--- src/hdl/alv_fifo.sv ---
`default_nettype none
module alv_fifo #(
	parameter int W = 8
) (
	input  wire          clk,
	input  wire          arst_n,
	input  wire          push,
	input  wire [W-1:0]  wdata,
	output logic         full,
	input  wire          pop,
	output logic         empty,
	output logic [W-1:0] rdata
);
	logic [W-1:0] mem_q [2];
	logic         wp_q, rp_q;
	logic [1:0]   cnt_q;

	assign full  = (cnt_q == 2'd2);
	assign empty = (cnt_q == 2'd0);
	assign rdata = mem_q[rp_q];

	always_ff @(posedge clk) begin
		if (push) begin
			mem_q[wp_q] <= wdata;
		end
	end

	always_ff @(posedge clk or negedge arst_n) begin
		if (!arst_n) begin
			wp_q  <= 1'b0;
			rp_q  <= 1'b0;
			cnt_q <= 2'd0;
		end else begin
			if (push) begin
				wp_q <= ~wp_q;
			end
			if (pop) begin
				rp_q <= ~rp_q;
			end
			cnt_q <= cnt_q + 2'(push) - 2'(pop);
		end
	end

	a_no_overflow: assert property (@(posedge clk) disable iff (!arst_n) !(push && full && !pop))
		else $error("queue overflow");
	a_no_underflow: assert property (@(posedge clk) disable iff (!arst_n) !(pop && empty))
		else $error("queue underflow");
endmodule
`default_nettype wire

--- config.mk ---
export PLATFORM = sky130hd
export DESIGN_NAME = alv_fifo
export DESIGN_NICKNAME = d
export VERILOG_FILES = /design/src/hdl/alv_fifo.sv
export SDC_FILE = /design/constraint.sdc
export NUM_CORES = 1
export LEC_CHECK = 0
export ABC_AREA = 0
export BUFFER_PORTS_ARGS = -buffer_cell sky130_fd_sc_hd__buf_2
export CORE_AREA = 3 3 57 43
export DETAILED_ROUTE_END_ITERATION = 8
export DIE_AREA = 0 0 60 46
export GPL_ROUTABILITY_DRIVEN = 0
export PLACE_DENSITY = 0.67
export SYNTH_ARGS = -nofsm -noshare
export SYNTH_HDL_FRONTEND = slang
export SYNTH_SLANG_ARGS = --single-unit
--- constraint.sdc ---
create_clock -name clk -period 2.1 [get_ports clk]
set_clock_uncertainty 0.1 [all_clocks]
set_input_delay 0.21 -clock clk [delete_from_list [all_inputs] [get_ports clk]]
set_output_delay 0.21 -clock clk [all_outputs]
set_load 0.02 [all_outputs]
# After elaboration in Yosys (flattened, before gate mapping)
# Memory sizes are Yosys's and may differ from the RTL's.
# Cells that the tools add are included.
# totals
register_bits,4
latchBits,0
ramBits,16
rom_bits,0
inputBits,12
output_inout_bits,10
word_cells,12
mem_count,1
# mem_list
name,depth,width,rd,rd_clocked_by_memory_dff,write_ports,line_no,text
mem_q,2,8,1,0,1,14,logic [W-1:0] mem_q [2];
# op_classes
add_sub_neg,2
mul,0
div_mod_pow,0
magnitude_cmp,0
eq_ne,1
shifts,0
n_mux,2
bitwise,2
reduce_logical,1
# op_table
operator,n
$add 2x1->2,1
$eq 2x2->1 const B,1
$logic_not 2->1,1
$mux 1,2
$not 1->1,2
$sub 2x1->2,1

# Depth between registers and ports, before layout
# logic_depth
depth_word,2
ltp_mapped,5

# Least setup slack after synthesis
# No wires, ideal clock.
# synth_timing
path_kind,register to register
start,register wp_q
end,memory mem_q[0][0] (enable)
setup_time_ns,0.373
t_arrival_ns,0.789
required_time_ns,1.627
path_slack_ns,0.838
path_stages_with_launch,2
n_path_buf,0
cell_sequence,dfrtp_1 nor2b_1
# synth_rtl
element,line_no,text
"start, declared",15,"logic wp_q, rp_q;"
"start signal, assigned",35,wp_q <= ~wp_q;
"end, declared",14,
# No word-level cell before the write port.

# Final worst setup path
# layout_timing
start,register rp_q
end,output rdata[2]
# layout_between
elab_chain_cells,1
# layout_lines
element,line_no,text
"start, declared",15,
"start signal, assigned",38,rp_q <= ~rp_q;
$mem_v2 2x8,--,
"end, declared",12,output logic [W-1:0] rdata
# No other way between the ends.

==> metrics.md <==
| Metric | Value |
|---|---|
| Slowest stage delay, CP | between 0.6 and 0.7 ns |
| Unique masters post-synth | 11 |
| Required time worst endpoint | 1.79 ns |
| Reg-to-Reg Start | cnt_q[0] |
| DP HPWL | 819 um |
| Launch point of the critical path | rp_q |
| First-pass GRT wire length | 1.84 mm |
| Part of the Yosys area used for sequential elements | 0.718 |
| Pin count of the biggest net entering global routing | 13 |
| Fin cells | 97 |
| Synthesized flop and latch total | 20 |
| Slew Limit Fails | 0 |
| Die area | 0.00276 mm2 |
| Antenna violations before repair | 0 |
| Placed Area | 937 um2 |
| H-tree levels | 1 |
| Buf+Inv Stages, Crit Path | 1 |
| Syn Std Cell Area | 808 um2 |
| Crit path max-delay family | flip-flops |
| DR vias | between 400 and 500 |
| RSZ-0062 raised after global routing | false |
| Io pins | 22 |
| Avg Cell Area, Syn | 20.2 um2 |
| Row cnt | 13 |
| Die height | 46 um |
| Die Wd | approximately 60 um |
| Fraction of layout cells with a size suffix above 1 | 0.453 |
| CTS sink cnt | 20 |
| Worst-Skew Late Latency | 0.29 ns |
| FMAX | roughly 560 MHz |
| CTS tree | done |
| Setup violations, final | 0 |
| Postcts setup bufs | 0 |
| HP Start | push |
| Total Wirelength | 1.13 mm |
| Setup_tns | 0 ns |
| Core box area | 0.00189 mm2 |
| Fin area | 0.00109 mm2 |
| Syn. warnings | 0 |
| Vias in the first global route | 422 |
| Leakage | just under 0.5 nW |
| Placed insts | 83 |
| Detailed Routing Iterations Pass 1 | 2 |
| Crit path cell chain | mux2_4 -> buf_2 |
| 1st-iter DRT viols | 2 |
| Pwr dens | approximately 1300 mW/mm2 |
| Post-route ant nets | 0 |
| Startpoint types | flop |
| TritonCTS buffer count | 3 |
| Mapped Nets | 54 |
| Max-Cap Viols | 0 |
| Worst Tran Pin Value | 0.500 ns |
| Slowest CP cell | dfrtp_1 |
| Routed WL per cell | around 12 um |
| Worst vdd ir | 0.991 mV |
| Post-CTS Resized | 0 |
| All-Layer GR Usage | 0.0967 |
| Worst EP arrival | 1.47 ns |
| P&R area growth vs syn | 34.8% |
| Fin worst setup slack | about 0.32 ns |
| Place WS | 0.629 ns |
| Hold Crit Class | in -> reg |
| Final Hold Viols | 0 |
| Total grt overflow | 0 |
| Largest buffer count on any clock path | 2 |
| Max-Slew Margin vs Limit | 0.666 |
| Initial Utilization | 0.428 |
| # hold bufs at CTS | 10 |
| Root Driver | clkbuf_4 |
| IO buf count | 21 |
| Run status | finished, final reports clean |
| Final Critical Period | 1.78 ns |
| DR vias/cell | 4.38 |
| # diodes | 0 |
| Remaining DRCs | 0 |
| # nets final | 90 |
| Clock-pin slew on the worst setup and hold paths | 0.11 ns |
| Worst-path fanout max | 9 |
| Final worst path period share | 0.848 |
| Element type at the critical path end | primary output |
| Syn Inst Count | 40 |
| Crit path kind | reg -> out |
==> per-layer routing <==
layer / track usage / vias to the layer above / part of all wire
li1: - / 214 / -
met1: 0.105 / 197 / 0.40
met2: 0.172 / 12 / 0.53
met3: 0.0340 / 2 / 0.056
met4: 0.0398 / 0 / 0.016
met5: 0 / - / 0
==> state kept, by name (all words and copies together) (netlist names) <==
register	flops
rp_q	1
cnt_q	2
wp_q	1
mem_q	16
==> metrics by stage <==
stage / util / hold slack, ns / power [mW]
after floorplan: - / -0.186 / 0.984
after detailed placement: 0.497 / -0.0796 / 1.11
after global routing: 0.578 / 0.0249 / 1.50
after CTS: 0.578 / 0.0130 / 1.43
after global placement: 0.497 / -0.0802 / 1.10
final: 0.578 / 0.0245 / 1.41
==> synth_stat cells, drive strengths merged <==
master,count,area share
ha,2,0.031
xor3,1,0.029
dfrtp,4,0.12
edfxtp,16,0.59
nor2b,2,0.015
inv,2,0.0093
buf,1,0.014
mux2,8,0.15
nor2,1,0.0046
xor2,2,0.022
and2,1,0.0077
==> path summary, 6_finish.rpt <==
| path | to | slack [ns] | cells past startpoint |
|---|---|---|---|
| worst min-delay path | wp_q | 0.02 | 2 |
| worst max-delay path | rdata[2] | 0.32 | 2 |
| worst min register to register | wp_q | 0.39 | 1 |
| worst max register to register | cnt_q[1] | 0.75 | 5 |
| max in group asynchronous | wp_q | 1.65 | 2 |
| min in group asynchronous | cnt_q[1] | 0.13 | 2 |
==> power by group <==
group / internal [mW] / leakage, nW / total, mW / switching [mW]
sequential: 0.539 / 0.197 / 0.621 / 0.0828
clock: 0.193 / 0.0279 / 0.307 / 0.114
combinational: 0.257 / 0.256 / 0.482 / 0.225
==> cell families after synthesis <==
group,count (synthesis),share of synthesized area
flops,20,0.718
xor+xnor,3,0.0511
buf+inv,3,0.0232
fa+ha+maj,2,0.0310
mux,8,0.149
simple gates,4,0.0279
==> cells in the final DEF, fill, tap and decap left out, drive strengths merged <==
| master | count |
|---|---|
| buf | 22 |
| edfxtp | 16 |
| dlygate4sd3 | 10 |
| mux2 | 8 |
| dfrtp | 4 |
| clkbuf | 3 |
| inv | 2 |
| nor2b | 2 |
| xor2 | 2 |
| ha | 2 |
| xor3 | 1 |
| and2 | 1 |
| nor2 | 1 |
| bufinv | 1 |
==> cell type report <==
type / count / area (um2)
Clock buffer: 3 / 22.5
Clock inverter: 1 / 30.0
Fill cell: 153 / 797
Inverter: 2 / 7.51
Multi-Input combinational cell: 17 / 209
Sequential cell: 20 / 581
Tap cell: 22 / 27.5
Timing Repair Buffer: 32 / 213
Note: power is estimated with default switching activity, not from simulation.
