<file path="src/hdl/alv_front.sv">
`default_nettype none
module alv_front #(
	parameter int MAX_FRAMES  = 1024,
	parameter int SQUARE_BITS = 24,
	parameter int CNT_W       = 11,
	parameter int SUM_W       = 35
) (
	input  wire                      clk,
	input  wire                      arst_n,
	input  wire                      in_valid,
	output logic                     in_ready,
	input  wire signed [31:0]        sample,
	input  wire                      last_of_buffer,
	input  wire                      speaker_busy,
	input  wire                      enabled,
	output logic                     push,
	output logic [SUM_W+CNT_W:0]     entry,
	input  wire                      q_full
);
	localparam int SH = 62 - SQUARE_BITS;

	logic               v_s1, last_s1, busy_s1;
	logic [31:0]        mag_s1;
	logic               v_s2, last_s2, busy_s2;
	logic [SQUARE_BITS:0] sq_s2;
	logic [SUM_W-1:0]   sum_q;
	logic [CNT_W-1:0]   cnt_q;
	logic               advance, room;
	logic [63:0]        prod;
	logic [SUM_W-1:0]   sum_n;
	logic [CNT_W-1:0]   cnt_n;

	assign advance  = !(v_s2 && last_s2 && q_full);
	assign in_ready = advance;
	assign prod     = mag_s1 * mag_s1;
	assign room     = (cnt_q < CNT_W'(MAX_FRAMES));
	assign sum_n    = sum_q + (room ? SUM_W'(sq_s2) : '0);
	assign cnt_n    = cnt_q + CNT_W'(room);
	assign push     = advance && v_s2 && last_s2;
	assign entry    = {sum_n, cnt_n, !enabled || busy_s2};

	always_ff @(posedge clk) begin
		if (advance) begin
			mag_s1  <= sample[31] ? 32'(-sample) : 32'(sample);
			last_s1 <= last_of_buffer;
			busy_s1 <= speaker_busy;
			sq_s2   <= prod[SH +: SQUARE_BITS + 1];
			last_s2 <= last_s1;
			busy_s2 <= busy_s1;
		end
	end

	always_ff @(posedge clk or negedge arst_n) begin
		if (!arst_n) begin
			v_s1  <= 1'b0;
			v_s2  <= 1'b0;
			sum_q <= '0;
			cnt_q <= '0;
		end else if (advance) begin
			v_s1 <= in_valid;
			v_s2 <= v_s1;
			if (v_s2) begin
				sum_q <= last_s2 ? '0 : sum_n;
				cnt_q <= last_s2 ? '0 : cnt_n;
			end
		end
	end

	a_cnt_bound: assert property (@(posedge clk) disable iff (!arst_n)
		cnt_q <= CNT_W'(MAX_FRAMES))
		else $error("frame count beyond limit");
endmodule
`default_nettype wire

</file>
<file path="config.mk">
export PLATFORM = sky130hd
export DESIGN_NAME = alv_front
export DESIGN_NICKNAME = d
export VERILOG_FILES = /design/src/hdl/alv_front.sv
export SDC_FILE = /design/constraint.sdc
export NUM_CORES = 2
export LEC_CHECK = 0
export BUFFER_PORTS_ARGS = -buffer_cell sky130_fd_sc_hd__buf_2
export CAP_MARGIN = 0
export CORE_ASPECT_RATIO = 0.8
export CORE_MARGIN = 2
export CORE_UTILIZATION = 45
export DETAILED_ROUTE_END_ITERATION = 8
export PLACE_DENSITY = 0.6
export SLEW_MARGIN = 30
export SYNTH_ARGS = -nofsm -noshare
export SYNTH_HDL_FRONTEND = slang
export SYNTH_SLANG_ARGS = --single-unit
</file>
<file path="constraint.sdc">
create_clock -name clk -period 8.8 [get_ports clk]
set_input_delay 0.88 -clock clk [delete_from_list [all_inputs] [get_ports clk]]
set_output_delay 0.88 -clock clk [all_outputs]
set_load 0.02 [all_outputs]
</file>
### Yosys cells after proc, flatten, opt, wreduce, memory -nomap -nowiden

Cells that the tools add are included.

| operators by class | value |
|---|---|
| add/subtract/negate cells | 3 |
| reduce and logical (&&, ||, !) cells | 8 |
| $lt $le $gt $ge | 1 |
| multipliers | 1 |
| multiplexer cells | 4 |
| bitwise gates (word level) | 1 |

Operator list:

| kind | count |
|---|---|
| multiplier 32 x 32 -> 63 bit | 1 |
| adder 35 x 25 -> 35 bit | 1 |
| two-way mux 35 bit | 1 |
| negator 32 bit | 1 |
| two-way mux 31 bit | 1 |
| two-way mux 25 bit | 1 |
| adder 11 x 1 -> 11 bit | 1 |
| < comparator 11 bit (second input constant) | 1 |
| two-way mux 11 bit | 1 |
| logical AND 1 bit | 4 |
| logical NOT 1 bit | 2 |
| AND reduction 2 bit | 1 |
| logical OR 1 bit | 1 |
| NOT 1 bit | 1 |

| storage, ports and cells | value |
|---|---|
| bits in registers | 109 |
| output and inout port bits | 49 |
| input port bits | 39 |
| logic and storage cells | 29 |

### Depth between registers and ports, before layout

| depth | value |
|---|---|
| depth in word-level cells | 5 |
| gate-level depth with buffers | 30 |

### Least setup slack after synthesis

OpenSTA, ideal clock, no wires.

| timing | value |
|---|---|
| kind | reg2reg |
| start point | register mag_s1[27] |
| end point | register sq_s2[23], data pin |
| slack | 1.272 ns |
| cell stages (with the launch flop) | 27 |
| required time | 8.540 ns |
| path buffers | 2 |
| arrival | 7.268 ns |
| cell sequence | edfxtp_1 clkbuf_1 clkbuf_1 nand2_1 fa_1 fa_1 inv_1 fa_1 inv_1 fa_1 inv_1 fa_1 fa_1 fa_1 inv_1 fa_1 inv_1 ha_1 nand4_1 or3_1 o32ai_1 a211oi_2 o41ai_4 a31oi_2 o21bai_2 a311oi_2 xnor2_1 |

| between the ends | value |
|---|---|
| word-level cells in the longest chain between the ends | 1 |

RTL lines:

| element | line | source |
|---|---|---|
| from (decl) | 23 | `logic [31:0] mag_s1;` |
| from (signal assigned) | 44 | `mag_s1 <= sample[31] ? 32'(-sample) : 32'(sample);` |
| multiplier 32 x 32 -> 63 bit | 35 | `assign prod = mag_s1 * mag_s1;` |
| named net prod[61] | 29 | `logic [63:0] prod;` |
| to (signal assigned) | 47 | `sq_s2 <= prod[SH +: SQUARE_BITS + 1];` |
| to (decl) | 25 | `logic [SQUARE_BITS:0] sq_s2;` |

The timed path passes the listed nets, and every way through them passes these cells.
A chain may end at the register's enable or synchronous reset.

### Final worst setup path

| timing | value |
|---|---|
| start point | register mag_s1[3] |
| end point | register sq_s2[23], data pin |

Same word-level chain as after synthesis.

==> flow_summary.ini <==
[run_status]
status = completed

[floorplanning]
initial_core_util_pct = 45.4
coreArea_um2 = 75300
num_io_pins = 88
die_area_um2 = 78300
fp.dieH_um = 251
die_w_um = 312
num_rows = 90

[worst_hold_path]
hold_path.class = reg2reg
min-delay-start = last_s1$_DFFE_PN_

[clock_tree]
cts_sinks = 109
cts-root-buf = clkbuf_16
cts_tree = done
cts.htree.levels = 3
cts_max_path_buffers = 2
hold_buffers = 0
cts_setup_buffers = 0
clkTransAtPathRegs_ps = 100
cts_resized = 0
insertion_delay_ps = 420
cts_made_buffers = 9

[detailed_routing]
viasPerCell = 5.03
firstDrtPassIters = 7
drtAntennaViolNets = 0
drtIter0Drc = 1511
drc = 0
vias = 23133
wl_um = 89000
routedWlPerCell_um = 19.3

[cells_and_area]
syn2layout_area_growth_pct = 6.60
nets = 4735
fillers = 7196
finalNonFillerCells = 4603
fin_util_pct = 48.4
final_layout_size_suffix_gt1_share_pct = 6.13
n_antenna_cell = 0

[global_routing]
grt_first_pass_wirelength_um = 142000
grt_start_max_net_pins = 49
first_global_vias = 24511
antenna_found_initial = 5
gr-total-overflow = 0
grtUsageTotal_pct = 23.8

[timing]
fin_tns_setup_ps = 0
fin_crit_sh_pct = 95.6
rsz0062_at_grt = no
max_freq_mhz = 119
whs_ps = 432
setup_viol = 0
hold_violations = 0
min_period_ps = 8410
finClkSkew_ps = 20.0
slew_headroom_pct = 37.5
tightest_slew_ps = 938
slew_viol_final = 0

[synth]
ys_seq_elements = 109
netlist_area_um2 = 34200
synth.distinct_cells = 72
synth.avg_cell_area_um2 = 9.69
ys_seq_area_share_pct = 8.86
synthCells = 3532
synth_fp_nets = 4681
yosysWarnings = 0
synth_edf_count = 61
async_reset_ff_share_pct = 44.0
ys.flop_type = edfxtp_1

[critical_path]
critPathLaunch = mag_s1[3]$_DFFE_PN_
cp_slowest_stage_delay_ps = 770
crit_top_cell = fa_1
r2r-start = mag_s1[3]$_DFFE_PN_
worstSetupPathType = reg2reg
path_max_fanout = 12
worstPathRequired_ps = 8970
cp.arrival_ps = 8590
critPathLaunchType = flop
crit_path_end_kind = flop
crit_slowest_cell = a21oi_1

[placed_design]
dpl.cell_count = 4586
place_congestion = 0.906
dp_hpwl_um = 75800
port-buffer-count = 87

[flow_run]
cap_violations = 0
placed cells by master, fill, tap and decap left out, types with 9 or more instances in the layout:
cell type,count
o21ai_0,51
xnor2_1,84
a31o_2,9
ha_1,316
a22o_1,30
nor2b_1,43
dfrtp_1,48
o31ai_1,11
and2_1,239
a31oi_1,12
edfxtp_1,61
nand3_1,25
inv_1,984
clkbuf_16,9
buf_2,87
and3_1,16
fa_1,794
nand4_1,16
a21oi_1,75
nand2_1,287
a21o_1,53
xor2_1,54
buf_4,75
o21bai_1,14
nor2_1,80
nand2b_1,10
final timing paths:
kind,to,slack (ps),cells past startpoint
max,sq_s2[23]$_DFFE_PN_,390,26
min,last_s2$_DFFE_PN_,430,0
max reg2reg,sq_s2[23]$_DFFE_PN_,390,26
min reg2reg,last_s2$_DFFE_PN_,430,0
max in group asynchronous,sum_q[12]$_DFFE_PN0P_,7760,2
min in group asynchronous,sum_q[16]$_DFFE_PN0P_,570,2
kinds of logic (layout without fill, tap and decap cells):
family                   count (synthesis)  in the layout  share of synthesized area, %
adder cells (fa/ha/maj)               1110           1110                          58.0
buffers and inverters                 1111           1170                          12.2
flip-flops                             109            109                          8.86
AND/OR/NAND/NOR                        751            751                          11.1
XOR/XNOR                               138            138                          3.53
AO/OA/AOI/OAI                          306            306                          6.15
multiplexers                             7              7                         0.212
critical path, delay by kind of cell, from the launching register on:
kind,cells,cell delay (ps)
fa+ha+maj,9,4030
xor+xnor,2,300
compound gates,7,2440
flops,1,710
buf+inv,4,210
simple gates,4,470
flip-flops by register name, summed over array words and instances, names as in the netlist, 11 cells and up:
register	cells
cnt_q	11
mag_s1	32
sum_q	35
sq_s2	25
synth_stat cells, drive strengths merged, types with 3 or more instances:
cell type | count | share of area [%]
a21o | 53 | 1.2
xnor2 | 84 | 2.1
o41ai | 9 | 0.31
or4 | 7 | 0.20
nand3b | 3 | 0.066
a211oi | 7 | 0.18
dfrtp | 48 | 3.5
nand4 | 16 | 0.29
fa | 794 | 46
a41oi | 4 | 0.10
nor2 | 81 | 0.89
nor3 | 7 | 0.10
buf | 5 | 0.058
edfxtp | 61 | 5.3
a31oi | 13 | 0.26
o31ai | 11 | 0.24
o21bai | 15 | 0.34
nand2 | 287 | 3.1
nand3 | 26 | 0.38
clkbuf | 120 | 1.3
and3 | 16 | 0.29
a31o | 10 | 0.26
a22o | 30 | 0.77
a21boi | 5 | 0.11
nand2b | 10 | 0.18
o211ai | 3 | 0.066
mux2i | 5 | 0.15
ha | 316 | 12
o21ai | 54 | 0.80
inv | 984 | 11
nor4 | 5 | 0.15
and2 | 241 | 4.4
nor2b | 43 | 0.79
a21oi | 76 | 1.1
xor2 | 54 | 1.4
or2 | 4 | 0.073
metal layers:
layer / vias to the layer above / share of wire, % / global-route usage [%]
met4: 4 / 1.3 / 3.82
met5: - / 0.030 / 0
met3: 60 / 8.8 / 6.11
met1: 11844 / 48 / 36.9
met2: 640 / 42 / 33.8
li1: 10585 / - / -
final cells by class:
type | count | area [um^2] | area share [%]
Clock buffer | 9 | 225 | 0.617
Clock inverter | 7 | 96.3 | 0.264
Inverter | 986 | 3700 | 10.1
Multi-Input combinational cell | 2312 | 27100 | 74.1
Sequential cell | 109 | 3030 | 8.31
Tap cell | 1012 | 1270 | 3.47
Timing Repair Buffer | 168 | 1110 | 3.05
stage by stage:
step                      setup slack (ps)  area [um^2]
after detailed placement               379        36200
after global routing                  12.5        36500
after floorplan                       1270        34200
after CTS                              356        36500
after global placement                 474        36100
final                                  389        36500
Power is not shown: default switching activity piles up to over one toggle a cycle in this logic, so the estimate is an artifact.
