`src/hdl/alv_pkg.sv`:
```
`default_nettype none
package alv_pkg;

	localparam logic signed [15:0] LEVEL_FLOOR = -16'sd23040;
	localparam logic [17:0] TEN_LOG10_2_Q16 = 18'd197283;
	localparam logic [16:0] ALPHA_ONE = 17'd65536;

	typedef enum logic [2:0] {
		REG_ENABLED = 3'd0,
		REG_ALPHA   = 3'd1,
		REG_QUIET   = 3'd2,
		REG_LOUD    = 3'd3,
		REG_MIN_VOL = 3'd4,
		REG_MAX_VOL = 3'd5
	} reg_idx_t;

	typedef struct packed {
		logic               enabled;
		logic [16:0]        alpha;
		logic signed [15:0] quiet;
		logic signed [15:0] loud;
		logic [15:0]        min_vol;
		logic [15:0]        max_vol;
	} cfg_t;

endpackage
`default_nettype wire

```
`src/hdl/alv_div.sv`:
```
`default_nettype none
module alv_div #(
	parameter int DW = 36,
	parameter int VW = 17
) (
	input  wire           clk,
	input  wire           arst_n,
	input  wire           start,
	input  wire [DW-1:0]  dividend,
	input  wire [VW-1:0]  divisor,
	output logic          done,
	output logic [DW-1:0] quotient
);
	localparam int CW = $clog2(DW + 1);

	logic [DW-1:0] dvd_q;
	logic [VW-1:0] dvs_q;
	logic [VW:0]   rem_q;
	logic [CW-1:0] cnt_q;
	logic          busy_q;
	logic [VW:0]   trial;
	logic          fits;

	assign trial    = {rem_q[VW-1:0], dvd_q[DW-1]};
	assign fits     = (trial >= {1'b0, dvs_q});
	assign quotient = dvd_q;

	always_ff @(posedge clk) begin
		if (start) begin
			dvd_q <= dividend;
			dvs_q <= divisor;
			rem_q <= '0;
		end else if (busy_q) begin
			rem_q <= fits ? trial - {1'b0, dvs_q} : trial;
			dvd_q <= {dvd_q[DW-2:0], fits};
		end
	end

	always_ff @(posedge clk or negedge arst_n) begin
		if (!arst_n) begin
			busy_q <= 1'b0;
			cnt_q  <= '0;
			done   <= 1'b0;
		end else begin
			done <= 1'b0;
			if (start) begin
				busy_q <= 1'b1;
				cnt_q  <= '0;
			end else if (busy_q) begin
				cnt_q <= cnt_q + 1'b1;
				if (cnt_q == CW'(DW - 1)) begin
					busy_q <= 1'b0;
					done   <= 1'b1;
				end
			end
		end
	end
endmodule
`default_nettype wire

```
`src/hdl/alv_back.sv`:
```
`default_nettype none
module alv_back #(
	parameter int SQUARE_BITS = 24,
	parameter int CNT_W       = 11,
	parameter int SUM_W       = 35
) (
	input  wire                       clk,
	input  wire                       arst_n,
	input  wire alv_pkg::cfg_t        cfg,
	input  wire                       q_empty,
	input  wire [SUM_W+CNT_W:0]       q_data,
	output logic                      pop,
	output logic                      out_valid,
	input  wire                       out_ready,
	output logic signed [15:0]        level_dbfs,
	output logic [15:0]               target_volume,
	output logic                      updated
);
	localparam int NW  = (SUM_W > 32) ? SUM_W : 32;
	localparam int PW  = $clog2(NW);
	localparam int DDW = (SUM_W > 33) ? SUM_W : 33;
	localparam int DVW = (CNT_W > 17) ? CNT_W : 17;
	localparam int LW  = PW + 18;

	typedef enum logic [12:0] {
		S_IDLE    = 13'b0000000000001,
		S_DIV_LVL = 13'b0000000000010,
		S_NORM    = 13'b0000000000100,
		S_SQ_MUL  = 13'b0000000001000,
		S_SQ_CHK  = 13'b0000000010000,
		S_DB_MUL  = 13'b0000000100000,
		S_DB_FIN  = 13'b0000001000000,
		S_EMA_MUL = 13'b0000010000000,
		S_EMA_FIN = 13'b0000100000000,
		S_VOL_MUL = 13'b0001000000000,
		S_VOL_DIV = 13'b0010000000000,
		S_VOL_FIN = 13'b0100000000000,
		S_OUT     = 13'b1000000000000
	} state_t;

	state_t                  state_q;
	logic                    disc_q;
	logic [NW-1:0]           norm_q;
	logic [PW-1:0]           p_q;
	logic [31:0]             x_q;
	logic [15:0]             frac_q;
	logic [3:0]              it_q;
	logic [63:0]             sqp_q;
	logic [LW+17:0]          dbp_q;
	logic signed [15:0]      lvl_q;
	logic signed [15:0]      s_q;
	logic signed [34:0]      emap_q;
	logic signed [33:0]      volp_q;
	logic [15:0]             vol_q;

	logic                    div_start, div_done;
	logic [DDW-1:0]          div_dvd, quot;
	logic [DVW-1:0]          div_dvs;

	logic [32:0]             sq_t;
	logic signed [PW+1:0]    pd;
	logic signed [LW-1:0]    l2;
	logic [LW-1:0]           l2_mag;
	logic [LW+17:0]          db_r;
	logic [16:0]             alpha_c;
	logic signed [16:0]      ema_diff;
	logic [34:0]             ema_mag;
	logic [18:0]             ema_q;
	logic signed [17:0]      s_next;
	logic signed [16:0]      num, den, vdif;
	logic [33:0]             vmag;
	logic [16:0]             vq;

	alv_div #(.DW(DDW), .VW(DVW)) u_div (
		.clk      (clk),
		.arst_n   (arst_n),
		.start    (div_start),
		.dividend (div_dvd),
		.divisor  (div_dvs),
		.done     (div_done),
		.quotient (quot)
	);

	assign sq_t     = sqp_q[63:31];
	assign pd       = $signed({2'b00, p_q}) - (PW + 2)'(SQUARE_BITS);
	assign l2       = {pd, frac_q};
	assign l2_mag   = LW'(-l2);
	assign db_r     = (dbp_q + (LW + 18)'(1 << 23)) >> 24;
	assign alpha_c  = (cfg.alpha > alv_pkg::ALPHA_ONE) ? alv_pkg::ALPHA_ONE : cfg.alpha;
	assign ema_diff = 17'(lvl_q) - 17'(s_q);
	assign ema_mag  = emap_q[34] ? 35'(-emap_q) : 35'(emap_q);
	assign ema_q    = 19'((ema_mag + 35'd32768) >> 16);
	assign s_next   = emap_q[34] ? 18'(s_q) - 18'(ema_q) : 18'(s_q) + 18'(ema_q);
	assign num      = 17'(s_q) - 17'(cfg.quiet);
	assign den      = 17'(cfg.loud) - 17'(cfg.quiet);
	assign vdif     = $signed({1'b0, cfg.max_vol}) - $signed({1'b0, cfg.min_vol});
	assign vmag     = volp_q[33] ? 34'(-volp_q) : 34'(volp_q);
	assign vq       = quot[16:0];

	always_comb begin
		div_start = 1'b0;
		div_dvd   = DDW'(q_data[SUM_W+CNT_W:CNT_W+1]);
		div_dvs   = DVW'(q_data[CNT_W:1]);
		if (state_q == S_IDLE) begin
			div_start = !q_empty && !q_data[0];
		end else if (state_q == S_VOL_DIV) begin
			div_start = 1'b1;
			div_dvd   = DDW'(vmag + 34'(den[16:1]));
			div_dvs   = DVW'(den);
		end
	end

	assign pop = (state_q == S_IDLE) && !q_empty;

	always_ff @(posedge clk) begin
		case (state_q)
			S_IDLE: begin
				disc_q <= q_data[0];
			end
			S_DIV_LVL: begin
				norm_q <= NW'(quot);
				p_q    <= PW'(NW - 1);
				if (div_done && quot == '0) begin
					lvl_q <= alv_pkg::LEVEL_FLOOR;
				end
			end
			S_NORM: begin
				if (norm_q[NW-1]) begin
					x_q    <= norm_q[NW-1 -: 32];
					frac_q <= '0;
					it_q   <= '0;
				end else begin
					norm_q <= {norm_q[NW-2:0], 1'b0};
					p_q    <= p_q - 1'b1;
				end
			end
			S_SQ_MUL: begin
				sqp_q <= x_q * x_q;
			end
			S_SQ_CHK: begin
				x_q    <= sq_t[32] ? sq_t[32:1] : sq_t[31:0];
				frac_q <= {frac_q[14:0], sq_t[32]};
				it_q   <= it_q + 1'b1;
			end
			S_DB_MUL: begin
				dbp_q <= (LW + 18)'(l2_mag) * (LW + 18)'(alv_pkg::TEN_LOG10_2_Q16);
				if (!pd[PW+1]) begin
					lvl_q <= '0;
				end
			end
			S_DB_FIN: begin
				lvl_q <= (db_r > (LW + 18)'(23040)) ? alv_pkg::LEVEL_FLOOR : -$signed(db_r[15:0]);
			end
			S_EMA_MUL: begin
				emap_q <= $signed({1'b0, alpha_c}) * ema_diff;
			end
			S_VOL_MUL: begin
				volp_q <= num * vdif;
				if (cfg.loud <= cfg.quiet || num <= 17'sd0) begin
					vol_q <= cfg.min_vol;
				end else if (num >= den) begin
					vol_q <= cfg.max_vol;
				end
			end
			S_VOL_FIN: begin
				if (div_done) begin
					vol_q <= volp_q[33] ? cfg.min_vol - vq[15:0] : cfg.min_vol + vq[15:0];
				end
			end
			default: begin
			end
		endcase
	end

	always_ff @(posedge clk or negedge arst_n) begin
		if (!arst_n) begin
			state_q       <= S_IDLE;
			s_q           <= alv_pkg::LEVEL_FLOOR;
			out_valid     <= 1'b0;
			level_dbfs    <= alv_pkg::LEVEL_FLOOR;
			target_volume <= '0;
			updated       <= 1'b0;
		end else begin
			if (out_valid && out_ready && state_q != S_OUT) begin
				out_valid <= 1'b0;
			end
			case (state_q)
				S_IDLE: begin
					if (!q_empty) begin
						state_q <= q_data[0] ? S_VOL_MUL : S_DIV_LVL;
					end
				end
				S_DIV_LVL: begin
					if (div_done) begin
						state_q <= (quot == '0) ? S_EMA_MUL : S_NORM;
					end
				end
				S_NORM: begin
					if (norm_q[NW-1]) begin
						state_q <= S_SQ_MUL;
					end
				end
				S_SQ_MUL: state_q <= S_SQ_CHK;
				S_SQ_CHK: state_q <= (it_q == 4'd15) ? S_DB_MUL : S_SQ_MUL;
				S_DB_MUL: state_q <= pd[PW+1] ? S_DB_FIN : S_EMA_MUL;
				S_DB_FIN: state_q <= S_EMA_MUL;
				S_EMA_MUL: state_q <= S_EMA_FIN;
				S_EMA_FIN: begin
					s_q     <= s_next[15:0];
					state_q <= S_VOL_MUL;
				end
				S_VOL_MUL: begin
					if (cfg.loud <= cfg.quiet || num <= 17'sd0 || num >= den) begin
						state_q <= S_OUT;
					end else begin
						state_q <= S_VOL_DIV;
					end
				end
				S_VOL_DIV: state_q <= S_VOL_FIN;
				S_VOL_FIN: begin
					if (div_done) begin
						state_q <= S_OUT;
					end
				end
				S_OUT: begin
					if (!out_valid || out_ready) begin
						out_valid     <= 1'b1;
						level_dbfs    <= s_q;
						target_volume <= vol_q;
						updated       <= !disc_q;
						state_q       <= S_IDLE;
					end
				end
				default: state_q <= S_IDLE;
			endcase
		end
	end

	a_level_range: assert property (@(posedge clk) disable iff (!arst_n)
		s_q >= alv_pkg::LEVEL_FLOOR && s_q <= 16'sd0)
		else $error("smoothed level out of range");
	a_pop_idle: assert property (@(posedge clk) disable iff (!arst_n)
		pop |=> state_q != S_IDLE)
		else $error("popped beat not taken up");
	a_out_new: assert property (@(posedge clk) disable iff (!arst_n)
		(state_q == S_OUT && (!out_valid || out_ready)) |=> out_valid && state_q == S_IDLE)
		else $error("result not presented");
endmodule
`default_nettype wire

```
`config.mk`:
```
export PLATFORM = sky130hd
export DESIGN_NAME = alv_back
export DESIGN_NICKNAME = d
export VERILOG_FILES = /design/src/hdl/alv_pkg.sv /design/src/hdl/alv_div.sv /design/src/hdl/alv_back.sv
export SDC_FILE = /design/constraint.sdc
export NUM_CORES = 2
export LEC_CHECK = 0
export ABC_AREA = 1
export ABC_CLOCK_PERIOD_IN_PS = 10900
export BUFFER_PORTS_ARGS = -buffer_cell sky130_fd_sc_hd__buf_2
export CORE_MARGIN = 2
export CORE_UTILIZATION = 50
export CTS_BUF_LIST = sky130_fd_sc_hd__clkbuf_4 sky130_fd_sc_hd__clkbuf_8 sky130_fd_sc_hd__clkbuf_16
export DETAILED_ROUTE_END_ITERATION = 12
export PLACE_DENSITY = 0.76
export SLEW_MARGIN = 20
export SYNTH_ARGS = -nofsm -noshare
export SYNTH_HDL_FRONTEND = slang
export SYNTH_HIERARCHICAL = 1
export SYNTH_SLANG_ARGS = --single-unit
```
`constraint.sdc`:
```
create_clock -name clk -period 10.9 [get_ports clk]
set_clock_uncertainty 0.1 [all_clocks]
set_input_delay 1.09 -clock clk [delete_from_list [all_inputs] [get_ports clk]]
set_output_delay 1.09 -clock clk [all_outputs]
set_load 0.01 [all_outputs]
```
== Yosys cells after proc, flatten, opt, wreduce, memory -nomap -nowiden ==
Index checks and enable logic that the tools add are counted.

* Flip-flop bits (word level): 441

* $add $sub $neg: 20
* Multiply operators: 4
* Magnitude comparators: 6
* Equal/unequal tests: 25
* Muxes and demuxes: 55
* Bitwise gates (word level): 1
* Reductions and logical operators: 25

{| class="wikitable"
|+ Operators with widths
! operator !! number
|-
| $mux W35 || 5
|-
| $pmux W13 S13 || 1
|-
| $mux W16 || 9
|-
| $mux W32 || 3
|-
| $mux W13 || 6
|-
| $pmux W35 S2 || 1
|-
| $sub A16 B16 Y17 || 4
|-
| $mul A32 B32 Y64 || 1
|-
| $pmux W16 S2 || 2
|-
| $pmux W32 S2 || 1
|-
| $pmux W16 S3 || 1
|-
| $add A42 B24 Y42 const B || 1
|-
| $mul A24 B18 Y42 const B || 1
|-
| $add A34 B16 Y35 || 1
|-
| $logic_not A35 Y1 || 1
|-
| $mul A18 B17 Y35 || 1
|-
| $mul A17 B17 Y34 || 1
|-
| $mux W17 || 2
|-
| $mux W34 || 1
|-
| $neg A34 Y34 || 1
|-
| $add A16 B16 Y16 || 2
|-
| $add A32 B16 Y32 const B || 1
|-
| $neg A32 Y32 || 1
|-
| $sub A16 B16 Y16 || 2
|-
| 50 further kinds || 86
|}

== Logic depth before layout (Yosys ltp) ==
* Depth after elaboration: 6
* Mapped depth: 40
* Gate-level depth less buffers: 39

== Hierarchy ==
The synthesis kept the hierarchy.

{| class="wikitable"
|+ By module, submodules not included
! module !! instances !! cells each !! area an instance (um2) !! sequential area each (um2)
|-
| alv_back || 1 || 9288 || 77325.4 || 8944.8
|-
| alv_div || 1 || 554 || 4361.7 || 2102.0
|}

== Worst setup path before layout ==
Ideal clock, no wire load.

* Path type: input to register
* Start point: input cfg[0] (netlist bit)
* End point: register volp_q[25] (data pin)
* Library setup time: 260 ps
* Data arrival time: 7501 ps
* Data required time: 10540 ps
* Path slack: 3039 ps
* Stages on the path: 38
* Buffers on the path: 1
* Cells stage by stage: inv_1 ha_1 fa_1 inv_1 a31oi_1 o21ai_1 nand2_1 nand2_1 a21oi_1 inv_1 nand2_1 nand2_1 a21oi_2 o21ai_2 xor2_1 inv_2 buf_2 nor2_1 [2 not listed] fa_1 fa_1 fa_1 inv_1 fa_1 inv_1 ha_1 nand2_1 nor2_1 inv_1 nor3_1 a21oi_1 o21ai_0 nand3_1 nand2_1 nand3_1 nand2_1 xor2_1

* Longest elaborated chain between the ends: 2

{| class="wikitable"
|+ Ends and longest elaborated chain
! item !! RTL line !! text
|-
| start: declaration || alv_back.sv:9 || <nowiki>input wire alv_pkg::cfg_t cfg,</nowiki>
|-
| $sub A16 B16 Y17 || alv_back.sv:96 || <nowiki>assign vdif = $signed({1'b0, cfg.max_vol}) - $signed({1'b0, cfg.min_vol});</nowiki>
|-
| $mul A17 B17 Y34 || alv_back.sv:158 || <nowiki>volp_q <= num * vdif;</nowiki>
|-
| end signal: assignment || alv_back.sv:158 ||
|-
| end: declaration || alv_back.sv:53 || <nowiki>logic signed [33:0] volp_q;</nowiki>
|}

Every way passes these cells.
A chain may end at the register's enable or synchronous reset.

== Final worst setup path ==
* Start point: register x_q[10]
* End point: register sqp_q[57] (data pin)

* Longest elaborated chain between the ends: 1

{| class="wikitable"
|+ Ends and longest elaborated chain
! item !! RTL line !! text
|-
| start: declaration || alv_back.sv:45 || <nowiki>logic [31:0] x_q;</nowiki>
|-
| start signal: assignment || alv_back.sv:129 || <nowiki>x_q <= norm_q[NW-1 -: 32];</nowiki>
|-
| start signal: assignment || alv_back.sv:141 || <nowiki>x_q <= sq_t[32] ? sq_t[32:1] : sq_t[31:0];</nowiki>
|-
| $mul A32 B32 Y64 || alv_back.sv:138 || <nowiki>sqp_q <= x_q * x_q;</nowiki>
|-
| end signal: assignment || alv_back.sv:138 ||
|-
| end: declaration || alv_back.sv:48 || <nowiki>logic [63:0] sqp_q;</nowiki>
|}

Every way passes these cells.

==> impl.org <==
** Clocking
- CTS built an H-tree with a depth of 2.
- Clock-pin slew was measured on the worst setup and hold paths at 0.08 ns.
- TritonCTS built the clock tree.
- Count of cells resized by post-cts repair :: 0
- For the worst-skew pair, the clock arrives at the later sink with an insertion delay of 0.65 ns.
- In this run the post-CTS setup repair buffer count came out at 0.
- The clock net in this run drives a total of 385 sinks.
- Cell at the root of the clock tree :: sky130_fd_sc_hd__clkbuf_16
- Buffers inserted to repair hold after CTS numbered 0.
- Buffers inserted during clock tree synthesis total 46.
- Maximum clock insertion buffer count :: 3

** Yosys
- Of the total synthesized cell area, the portion taken by XOR and XNOR cells is 0.0352.
- Of the post-synthesis cell area, the dominant cell type holds 0.348.
- Number of cells produced by synthesis :: 9842
- Post-synthesis mux area share :: 0.00221
- Among all cell types in the netlist, the one instantiated most often is sky130_fd_sc_hd__inv_1.
- In the synthesized netlist the dominant register cell turns out to be sky130_fd_sc_hd__edfxtp_1.
- After synthesis, the largest family of logic cells by area is adder cells.
- Combined area of all synthesized cells :: 81700 um2
- Counting flops with an async set or reset pin after synthesis yields a share of 0.184.
- Share of the yosys chip area belonging to registers :: 0.135
- Distinct cells, synth :: 73
- Simple-gate share of the synthesized area :: 0.155
- During synthesis, Yosys emitted a total of 6 warnings.
- FF+latch count, synth :: 385
- sky130_fd_sc_hd__fa_1 takes more of the synthesized area than any other cell.
- Synthesis produced a netlist with a net count of 12.2k.
- Yosys attributes the largest share of cell area to sky130_fd_sc_hd__fa_1 (35%), sky130_fd_sc_hd__ha_1 (13%), sky130_fd_sc_hd__inv_1 (12%), sky130_fd_sc_hd__edfxtp_1 (11%), sky130_fd_sc_hd__nand2_1 (8.7%).
- Counting instances in the post-synthesis netlist gives the leading cell types as sky130_fd_sc_hd__inv_1 (2663), sky130_fd_sc_hd__nand2_1 (1899), sky130_fd_sc_hd__fa_1 (1421).
- Adder-cell share of the synthesized area :: 0.476
- Number of enable flip-flop cells after synthesis :: 297
- Complex-gate fraction of the synthesized area :: 0.0610
- Average cell area after synthesis :: 8.30 um2

** Timing
- The total count of max-transition violations in the final report is 0.
- The worst pin sits at a relative slew slack of 0.178.
- Setup violations remaining at the end of the flow were counted as 0.
- Max Clock Freq :: 110 MHz
- Of the available clock period, the critical path in the final layout requires 0.835.
- For the final routed database, the setup TNS stands at 0 ns.
- Worst Max-Slew Pin Slew :: 1.23 ns
- Time the final worst path needs with I/O delays and setup :: 9.10 ns
- Final Hold Fails :: 0
- Across all setup checks in the final design, the least slack found is 1.80 ns.
- Setup repair after global routing left no endpoint under its margin.

** Worst setup path
- The worst setup path is captured at a register.
- Setup slack on the worst flop-to-flop path :: 1.80 ns
- Reg-to-Reg End :: sqp_q[57]$_DFFE_PP_
- STA classifies the critical path startpoint as a register.
- WP data required :: 11.17 ns
- Critical Path Fanout Max :: 20
- Reg-to-reg critical path startpoint :: x_q[10]$_DFFE_PP_
- Arrival time at the worst endpoint :: 9.37 ns
- The number of cells on the worst reg-to-reg path is 27.
- Kind of critical path :: reg2reg

** Placement
- Routability-driven placement finished with a final weighted congestion of 1.03.
- Placed cell area :: 84900 um2
- Detailed placement ended at an HPWL of 192 mm.
- In this run the tool buffered the top-level ports with 166 buffer cells.
- At the placement stage, the worst setup path has a slack of 1.64 ns.

** Drt
- Vias per cell :: 5.33
- First-pass iteration count of the detailed router :: 6
- In the final routed layout, each cell accounts on average for 18.9 um.
- Number of nets still failing antenna checks after routing :: 0
- After the first detailed-routing iteration, the DRC count stood at 4784.
- Detailed Route WL :: 229 mm
- DRC viols :: 0
- Via count :: 64.6k

** Cells and area
- In the final layout, the share of cells above drive strength 1 is 0.0522.
- Compared with the post-synthesis result, the final layout area differs by 5.88%.
- At the end of the flow the core is filled with cells to 0.532.
- The final layout contains 12.3k nets.
- After routing the design area is 86500 um2.

** Outcome
- Status :: completed

** GRT
- Via count of the first global-routing pass :: 67.9k
- Global-route wire length before repair :: 366 mm
- Leftover overflow at the end of global routing :: 0
- Entering global routing, the biggest net connects 64 pins.
- Initial antenna violation count :: 7
- For this run, the total global-route usage over all layers was measured as 0.279.

** Die
- Std-Cell Rows :: 148
- Overall die area :: 167000 um2
- Vertical die dimension :: 408 um
- Die X-Extent :: 408 um
- The region available for standard cell placement spans 163000 um2.
- For this configuration, the core starts out at a cell density of 0.502.
- Pin placement for this block handled 168 I/O pins.

** Job
- The tool flagged a number of max-cap violations equal to 0.

** Worst hold path
- The min-delay analysis places its worst path in the category in2async.
[final cells by class]
cell class / instances / area [um2]
Fill cell: 15000 / 76100
Multi-Input combinational cell: 6534 / 59700
Sequential cell: 385 / 11000
Inverter: 2699 / 10100
Tap cell: 2175 / 2720
Timing Repair Buffer: 234 / 1350
Clock buffer: 58 / 1310
Clock inverter: 28 / 268
Antenna cell: 4 / 10.0
[layout by cell type, fill, tap and decap left out, drive strengths merged, types with 13 or more instances in the layout]
cell type / n
inv: 2688
nand2: 1928
fa: 1421
ha: 831
nor2: 682
a21oi: 347
edfxtp: 297
o21ai: 292
buf: 234
nand3: 228
xor2: 216
xnor2: 105
nor3: 72
dfrtp: 62
clkbuf: 58
nand4: 53
a31oi: 45
or2: 45
o221ai: 38
nor4: 32
clkinv: 31
o21a: 26
a21o: 26
nand3b: 22
o21bai: 21
o211ai: 19
dfxtp: 17
mux2: 16
a211oi: 13
[worst max-delay path, stage by stage (launching register included)]
cell and delay [ns]:
sky130_fd_sc_hd__edfxtp_1 1.09, sky130_fd_sc_hd__buf_4 0.50, sky130_fd_sc_hd__nand2_1 0.17, sky130_fd_sc_hd__fa_1 0.57, sky130_fd_sc_hd__inv_1 0.06, sky130_fd_sc_hd__fa_1 0.50
sky130_fd_sc_hd__fa_1 0.57, sky130_fd_sc_hd__inv_1 0.08, sky130_fd_sc_hd__fa_1 0.51, sky130_fd_sc_hd__inv_1 0.06, sky130_fd_sc_hd__fa_1 0.54, sky130_fd_sc_hd__inv_1 0.05
sky130_fd_sc_hd__fa_1 0.47, sky130_fd_sc_hd__fa_1 0.43, sky130_fd_sc_hd__fa_1 0.52, sky130_fd_sc_hd__inv_1 0.04, sky130_fd_sc_hd__ha_1 0.40, sky130_fd_sc_hd__nand2_1 0.15
sky130_fd_sc_hd__nor2_1 0.18, sky130_fd_sc_hd__inv_1 0.07, sky130_fd_sc_hd__nor2_1 0.24, sky130_fd_sc_hd__and3_1 0.25, sky130_fd_sc_hd__nand4_1 0.09, sky130_fd_sc_hd__nand3_1 0.33
sky130_fd_sc_hd__nand4_1 0.14, sky130_fd_sc_hd__o211ai_1 0.17, sky130_fd_sc_hd__a21oi_1 0.14, sky130_fd_sc_hd__xnor2_1 0.38
[flip-flops by register name, summed over array words and instances (netlist names), 4 cells and up]
register / cells
state_q: 13
volp_q: 34
it_q: 4
vol_q: 16
s_q: 16
u_div/rem_q: 17
u_div/dvs_q: 17
p_q: 6
lvl_q: 16
frac_q: 16
emap_q: 33
u_div/quotient: 35
x_q: 32
norm_q: 35
dbp_q: 19
u_div/cnt_q: 6
target_volume: 16
sqp_q: 33
level_dbfs: 16
[stage by stage]
stage / std cells / hold slack, ns
after global routing: 12100 / 0.134
after detailed placement: 12000 / 0.359
after global placement: 12000 / 0.356
final: 12100 / 0.149
after CTS: 12100 / 0.114
after floorplan: 9842 / 0.314
[worst max-delay path by stage]
stage | startpoint | endpoint | slack [ns] | cells after the start
4_1_cts | s_q[0]$_DFFE_PN0N_ | emap_q[30]$_DFFE_PP_ | 1.97 | 32
2_1_floorplan | cfg[0] | volp_q[25]$_DFFE_PN_ | 3.04 | 38
3_5_place_dp | cfg[18] | volp_q[32]$_DFFE_PN_ | 1.64 | 27
3_3_place_gp | cfg[18] | volp_q[32]$_DFFE_PN_ | 1.73 | 27
6_report | x_q[10]$_DFFE_PP_ | sqp_q[57]$_DFFE_PP_ | 1.80 | 27
5_1_grt | s_q[0]$_DFFE_PN0N_ | emap_q[30]$_DFFE_PP_ | 1.35 | 32
[layer usage]
layer  up-vias  part of all wire  track usage
met5         -           0.00023            0
met4         8             0.049        0.115
met3       517             0.085       0.0479
met2      2685              0.46        0.457
met1     31700              0.40        0.367
li1      29700                 -            -
[cell families (layout without fill, tap and decap cells)]
kind of cell    Yosys count  count (layout)
compound gates          867             867
xor+xnor                321             321
fa+ha+maj              2252            2252
buf+inv                2923            3019
flops                   385             385
mux                      16              16
other cells               0               4
simple gates           3078            3078
Power is left out: the tool's default activity adds up to more than one toggle a clock period on the data nets, which glitch-free logic cannot reach.
